## src/rtl/core/ppe_pkg.sv

```systemverilog
// ----------------------------------------------------------------------------
// ppe_pkg
// Shared types and constants of the particle pool engine.
// ----------------------------------------------------------------------------
`default_nettype none

package ppe_pkg;

    typedef enum logic [1:0] {
        CMD_EMIT   = 2'd0,
        CMD_UPDATE = 2'd1,
        CMD_RENDER = 2'd2,
        CMD_NOP    = 2'd3
    } t_cmd;

    // register indexes on the configuration port
    localparam logic [2:0] REG_EMIT_POSITION     = 3'd0;
    localparam logic [2:0] REG_EMIT_VELOCITY     = 3'd1;
    localparam logic [2:0] REG_VELOCITY_SPREAD   = 3'd2;
    localparam logic [2:0] REG_COLOR_START       = 3'd3;
    localparam logic [2:0] REG_COLOR_FINISH      = 3'd4;
    localparam logic [2:0] REG_SIZE_RANGE        = 3'd5;
    localparam logic [2:0] REG_SIZE_SPREAD_SCALE = 3'd6;
    localparam logic [2:0] REG_LIFE_SPAN         = 3'd7;

    localparam logic [31:0] COLOR_START_RST       = 32'hFFFF_FFFF;
    localparam logic [31:0] SIZE_SPREAD_SCALE_RST = 32'h0100_0000;
    localparam logic [15:0] LIFE_SPAN_RST         = 16'h0100;

    localparam int unsigned DIV_STEPS = 16;

    typedef struct packed {
        logic [1:0]  command;
        logic [9:0]  slot;
        logic [15:0] time_step;
        logic [15:0] rand_angle;
        logic [15:0] rand_vel_x;
        logic [15:0] rand_vel_y;
        logic [15:0] rand_size;
    } t_in_item;

    typedef struct packed {
        logic [9:0]         slot_used;
        logic               alive;
        logic signed [15:0] pos_x;
        logic signed [15:0] pos_y;
        logic [15:0]        angle;
        logic [15:0]        quad_size;
        logic [31:0]        quad_color;
    } t_out_item;

    typedef struct packed {
        logic [31:0] emit_position;
        logic [31:0] emit_velocity;
        logic [31:0] velocity_spread;
        logic [31:0] color_start;
        logic [31:0] color_finish;
        logic [31:0] size_range;
        logic [31:0] size_spread_scale;
        logic [15:0] life_span;
    } t_cfg;

    typedef struct packed {
        logic [31:0] position;
        logic [31:0] velocity;
        logic [15:0] rotation;
        logic [15:0] life_left;
        logic [15:0] life_total;
        logic [15:0] size_begin;
        logic [15:0] size_end;
        logic [15:0] size_scale;
        logic [31:0] color_begin;
        logic [31:0] color_end;
    } t_slot;

    typedef struct packed {
        logic clear_step;
        logic capture;
        logic mem_read;
        logic calc;
        logic div_step;
        logic lerp;
        logic scale;
        logic write;
        logic out_load;
    } t_ctrl_cmd;

    typedef struct packed {
        logic clear_done;
        logic div_done;
        logic hit;
        logic out_free;
        t_cmd cmd;
    } t_dp_stat;

endpackage

`default_nettype wire

```

## src/rtl/core/ppe_ctrl.sv

```systemverilog
// ----------------------------------------------------------------------------
// ppe_ctrl
// Sequencer: clearing pass, slot read, compute, divide, blend, scale, write back, result load.
// ----------------------------------------------------------------------------
`default_nettype none

module ppe_ctrl (
    input  wire                 i_clk,
    input  wire                 i_rst_n,
    input  wire                 i_in_valid,
    output logic                o_in_ready,
    input  ppe_pkg::t_dp_stat   i_stat,
    output ppe_pkg::t_ctrl_cmd  o_ctl
);

    typedef enum logic [8:0] {
        S_CLEAR = 9'b000000001,
        S_IDLE  = 9'b000000010,
        S_READ  = 9'b000000100,
        S_CALC  = 9'b000001000,
        S_DIV   = 9'b000010000,
        S_LERP  = 9'b000100000,
        S_SCALE = 9'b001000000,
        S_WRITE = 9'b010000000,
        S_OUT   = 9'b100000000
    } t_state;

    t_state r_state, n_state;

    always_ff @(posedge i_clk) begin
        if (!i_rst_n) begin
            r_state <= S_CLEAR;
        end else begin
            r_state <= n_state;
        end
    end

    always_comb begin
        n_state    = r_state;
        o_ctl      = '0;
        o_in_ready = 1'b0;
        case (r_state)
            S_CLEAR: begin
                o_ctl.clear_step = 1'b1;
                if (i_stat.clear_done) begin
                    n_state = S_IDLE;
                end
            end
            S_IDLE: begin
                o_in_ready = 1'b1;
                if (i_in_valid) begin
                    o_ctl.capture = 1'b1;
                    n_state       = S_READ;
                end
            end
            S_READ: begin
                o_ctl.mem_read = 1'b1;
                n_state        = S_CALC;
            end
            S_CALC: begin
                o_ctl.calc = 1'b1;
                if (i_stat.cmd == ppe_pkg::CMD_EMIT) begin
                    n_state = S_WRITE;
                end else if (i_stat.cmd == ppe_pkg::CMD_UPDATE && i_stat.hit) begin
                    n_state = S_WRITE;
                end else if (i_stat.cmd == ppe_pkg::CMD_RENDER && i_stat.hit) begin
                    n_state = S_DIV;
                end else begin
                    n_state = S_OUT;
                end
            end
            S_DIV: begin
                o_ctl.div_step = 1'b1;
                if (i_stat.div_done) begin
                    n_state = S_LERP;
                end
            end
            S_LERP: begin
                o_ctl.lerp = 1'b1;
                n_state    = S_SCALE;
            end
            S_SCALE: begin
                o_ctl.scale = 1'b1;
                n_state     = S_OUT;
            end
            S_WRITE: begin
                o_ctl.write = 1'b1;
                n_state     = S_OUT;
            end
            S_OUT: begin
                if (i_stat.out_free) begin
                    o_ctl.out_load = 1'b1;
                    n_state        = S_IDLE;
                end
            end
            default: begin
                n_state = S_CLEAR;
            end
        endcase
    end

endmodule

`default_nettype wire

```

## config.mk

```make
export PLATFORM = sky130hd
export DESIGN_NAME = ppe_ctrl
export DESIGN_NICKNAME = d
export VERILOG_FILES = /design/src/rtl/core/ppe_pkg.sv /design/src/rtl/core/ppe_ctrl.sv
export SDC_FILE = /design/constraint.sdc
export NUM_CORES = 1
export LEC_CHECK = 0
export ABC_CLOCK_PERIOD_IN_PS = 3400
export BUFFER_PORTS_ARGS = -buffer_cell sky130_fd_sc_hd__clkbuf_2
export CAP_MARGIN = 10
export CORE_UTILIZATION = 44
export CTS_CLUSTER_DIAMETER = 60
export DETAILED_ROUTE_END_ITERATION = 8
export GPL_ROUTABILITY_DRIVEN = 0
export HOLD_SLACK_MARGIN = 0.03
export MAX_ROUTING_LAYER = met4
export PLACE_DENSITY_LB_ADDON = 0.08
export SETUP_SLACK_MARGIN = 0.2
export SLEW_MARGIN = 20
export SYNTH_ARGS = -nofsm -noshare
export SYNTH_HDL_FRONTEND = slang
export SYNTH_SLANG_ARGS = --single-unit
```

## constraint.sdc

```tcl
create_clock -name i_clk -period 3.4 [get_ports i_clk]
set_input_delay 0 -clock i_clk [delete_from_list [all_inputs] [get_ports i_clk]]
set_output_delay 0 -clock i_clk [all_outputs]
set_load 0.02 [all_outputs]
```

; Word-level counts from Yosys, hierarchy flattened
; Cells that the tools add are included.
[word_totals]
output_inout_bits = 10
inputBits = 9
ff_bits = 9
wordCells = 41
[classes]
n_eq_ne = 15
n_reduce_logical = 5
mux = 20
[op_table]
columns = operator, n
row1 = 9-bit one-hot mux with 8 select lines, 1
row2 = 9-bit 2-to-1 mux, 7
row3 = 1-bit 2-to-1 mux, 12
row4 = "9-bit by 1-bit == test with 1-bit output, second input constant", 1
row5 = "9-bit by 2-bit == test with 1-bit output, second input constant", 1
row6 = "9-bit by 3-bit == test with 1-bit output, second input constant", 1
row7 = "9-bit by 4-bit == test with 1-bit output, second input constant", 1
row8 = "9-bit by 5-bit == test with 1-bit output, second input constant", 1
row9 = "9-bit by 6-bit == test with 1-bit output, second input constant", 1
row10 = "9-bit by 7-bit == test with 1-bit output, second input constant", 1
row11 = "9-bit by 8-bit == test with 1-bit output, second input constant", 1
row12 = "9-bit == test, second input constant", 1
row13 = "2-bit inequality test, second input constant", 4
row14 = 4-bit AND reduction, 1
row15 = "2-bit by 1-bit == test with 1-bit output, second input constant", 1
row16 = "2-bit == test, second input constant", 1
row17 = 1-bit logical AND, 2
row18 = 2-bit logical NOT, 1
row19 = 2-bit OR reduction, 1

; Depth between registers and ports, before layout
[depth]
ltp_word = 6
ltp_mapped = 5
ltp_nobuf = 4

; Least setup slack after synthesis
; No wires, ideal clock.
[synth_path]
kind = register -> output
start = reg r_state[0]
end = out o_ctl[1] (netlist name)
required_time_ps = 3400
slack_ps = 1671
arrival_ps = 1729
path_stages_with_launch = 5
path_buffers = 1
path_cell_list = dfxtp_1 buf_2 nor4_1 nand2_1 nor4b_1
[synth_lines]
columns = item, line_no
row1 = from (decl), ppe_ctrl.sv:28  ; t_state r_state, n_state;
row2 = from (signal assigned), ppe_ctrl.sv:34  ; r_state <= n_state;
row3 = to (decl), ppe_ctrl.sv:13  ; output ppe_pkg::t_ctrl_cmd o_ctl

; Worst setup path in the final report
[layout_path]
start = reg r_state[0]
end = reg r_state[0]
[layout_via]
elab_chain_cells = 3
word_cells_on_any_way = 16
cone_classes = eq/ne: 13 / mux: 1 / reduce/logical: 2
[layout_lines]
columns = item, line_no
row1 = "9-bit by 8-bit == test with 1-bit output, or another cell as far along", ppe_ctrl.sv:42  ; case (r_state)
row2 = 2-bit OR reduction (no source line) or 2-bit inequality test (tied branches), --
row3 = 9-bit one-hot mux with 8 select lines or 4-bit AND reduction (tied branches), --
; Parallel ways exist; a longest one is shown, timed or not.
; A chain may end at the register's enable or synchronous reset.

==> flow_summary.json <==
{
  "status": "finished, final reports clean",
  "synthTopCellsByArea": "dfxtp_1, nor4b_1, nor2_1",
  "synth_seq_cells": 9,
  "largest_reg_flops": 9,
  "fin_nets": 105,
  "slew_viol_final": 0,
  "holdCritPathClass": "primary input to flop",
  "critical_path_class": "flop to flop",
  "power.leakage_uw": 0.000313,
  "met3WireLength_um": 91,
  "worstSetupEndpointType": "flop",
  "grtUsageTotal": 0.213,
  "core_area_um2": 1300,
  "grt_pass1_wl_um": 2080,
  "vias": 640,
  "syn_area_um2": 616,
  "ys_seq_area_frac": 0.293,
  "crit_fanout": 8,
  "crit_start": "r_state[0]$_SDFFE_PN1P_",
  "dp.cells": 103,
  "largest_registers": "r_state x9",
  "die_w_um": 39.4,
  "finalHoldViolations": 0,
  "synth_area_per_cell_um2": 8.32,
  "final_antenna_net_count": 0,
  "clock_skew_ns": 0.00511,
  "placement.io_buffers": 18,
  "grt_max_degree": 11,
  "dr.max_layer_used": "met4",
  "path_clk_slew_ns": 0.06,
  "wl_per_cell_um": 12.9,
  "dpl.hpwl_um": 1080,
  "drv_cap": 0,
  "num_rows": 13,
  "routed_via_density": 5.82,
  "drive_gt1_frac": 0.263,
  "grt_setup_unrepaired": "false",
  "fin_ws_ns": 1.30,
  "drc": 0,
  "reg2reg_depth": 5,
  "io_pins": 19,
  "post_cts_buffers": 0,
  "drt-pass1-iter-count": 4,
  "final_cells": 110,
  "placement.cell_area_um2": 699,
  "clock_sinks": 9,
  "cts_resized": 0,
  "worstHoldStart": "i_stat[3]",
  "total_power_uw": 343,
  "die_h_um": 39.4,
  "hold_end": "r_state[4]$_SDFFE_PN0P_",
  "tns_ns": 0,
  "setup_viol": 0,
  "max_slew.worst_pin.slew_ns": 0.513,
  "yosysTopAreaCell": "dfxtp_1",
  "cts_tree": "done",
  "regArea_um2": 180,
  "route.met2.wl_um": 618,
  "r2r_slack_ns": 1.30,
  "drt_iter0_markers": 13,
  "critPathRequiredTime_ns": 3.55,
  "clk_latency_ns": 0.26,
  "finalInstanceArea_um2": 756,
  "cts_root_buffer": "clkbuf_4",
  "syn2layout_area_growth_pct": 22.8,
  "min_period_ns": 2.10,
  "synthCells": 74,
  "worstReg2RegStart": "r_state[0]$_SDFFE_PN1P_",
  "relSlewSlack": 0.653,
  "dp_slack_ns": 1.79,
  "powerDensity_nw_per_um2": 454,
  "ctsHoldBuffers": 3,
  "die_area_um2": 1550,
  "cp-start-kind": "flop",
  "diodes": 0,
  "yosysWarnings": 0,
  "grt_pass1_vias": 486,
  "grt-ovfl-total": 0,
  "synthDistinctLibCells": 34,
  "grt_antenna_before_repair": 0,
  "top_register": "r_state",
  "r2r_end": "r_state[0]$_SDFFE_PN1P_",
  "multi_input_area_um2": 392,
  "min_path_cells": 3,
  "ir_worst_vdd_uv": 315,
  "arrival_ns": 2.25,
  "cts_made_buffers": 3,
  "synth_top_cell_area_share": 0.293,
  "m1WireLength_um": 692,
  "max_freq_mhz": 476,
  "wirelength_um": 1420,
  "start_util": 0.473,
  "period_share": 0.618,
  "fill_cells": 139,
  "clockBufferDepth": 2,
  "htreeDepth": 1,
  "synth_fp_nets": 83
}
==> cell usage in the layout, fill, tap and decap left out, types with 2 or more instances in the layout <==
master / Yosys / routed
nor2_1: 9 / 9
nand4b_1: 2 / 2
and2_1: 2 / 2
nand2_1: 2 / 2
nand3_1: 4 / 4
o21ai_0: 2 / 2
nand4_1: 2 / 2
nand3b_1: 2 / 2
xnor2_1: 2 / 2
nor3_1: 4 / 4
inv_1: 5 / 5
clkbuf_2: 0 / 18
dfxtp_1: 9 / 9
a21oi_1: 2 / 2
nor3b_1: 2 / 2
nor4b_1: 5 / 5
dlygate4sd3_1: 0 / 3
clkbuf_4: 0 / 3
==> cell usage after synthesis, drive strengths merged <==
cell type  instances
dfxtp              9
nor2               9
nor4b              7
inv                5
nor3               5
nand3              4
buf                3
a21oi              2
and2               2
nand2              2
nand3b             2
nand4              2
nand4b             2
nor3b              2
o21ai              2
xnor2              2
a21boi             1
a311oi             1
a31oi              1
clkbuf             1
nor2b              1
nor4               1
o211a              1
o211ai             1
o221ai             1
o311ai             1
o41ai              1
or3                1
or4b               1
xor2               1
==> critical path: stages (launching register included) <==
cell and delay [ns]:
dfxtp_1 0.39, nor4_1 0.49, nand2_1 0.20, o211ai_1 0.23
o221ai_1 0.12, dlygate4sd3_1 0.56
==> cell type report <==
cell class	count	share of cell area
multi-input combinational	56	0.518
sequential	9	0.238
timing repair buffer	21	0.159
clock buffer	4	0.0348
inverter	5	0.0248
tap	15	0.0248
==> power breakdown <==
group / internal (uW) / switching, uW
Combinational: 47.6 / 72.0
Clock: 45.3 / 39.0
Sequential: 116 / 23.8
Total: 208 / 135
==> kinds of logic after synthesis <==
family                    share of synthesized area
xor gates and xnor gates                     0.0427
DFF                                           0.293
and+or+nand+nor                               0.453
AOI/OAI and AO/OA                             0.140
buffers and inverters                        0.0711
==> metal layers <==
metal,global-route usage,vias to the layer above
li1,-,324
met1,0.267,290
met2,0.303,22
met3,0.0852,4
met4,0.0776,0
met5,-,-
==> how the worst max path moves through the flow <==
stage / slack [ns] / cells after the start / to
CTS: 1.33 / 5 / r_state[0]$_SDFFE_PN1P_
floorplan: 1.67 / 4 / o_ctl[1]
detailed placement: 1.79 / 4 / r_state[8]$_SDFFE_PN0P_
finish: 1.30 / 5 / r_state[0]$_SDFFE_PN1P_
global placement: 1.74 / 4 / r_state[8]$_SDFFE_PN0P_
global route: 1.20 / 5 / r_state[0]$_SDFFE_PN1P_
==> metrics by stage <==
| step | hold slack (ns) | utilization |
|---|---|---|
| after floorplan | 0.0714 | - |
| after global placement | 0.220 | 0.538 |
| final | 0.0311 | 0.581 |
| after detailed placement | 0.219 | 0.538 |
| after CTS | 0.0354 | 0.581 |
| after global routing | 0.0369 | 0.581 |
No activity file was read; power rests on OpenSTA's default activity.
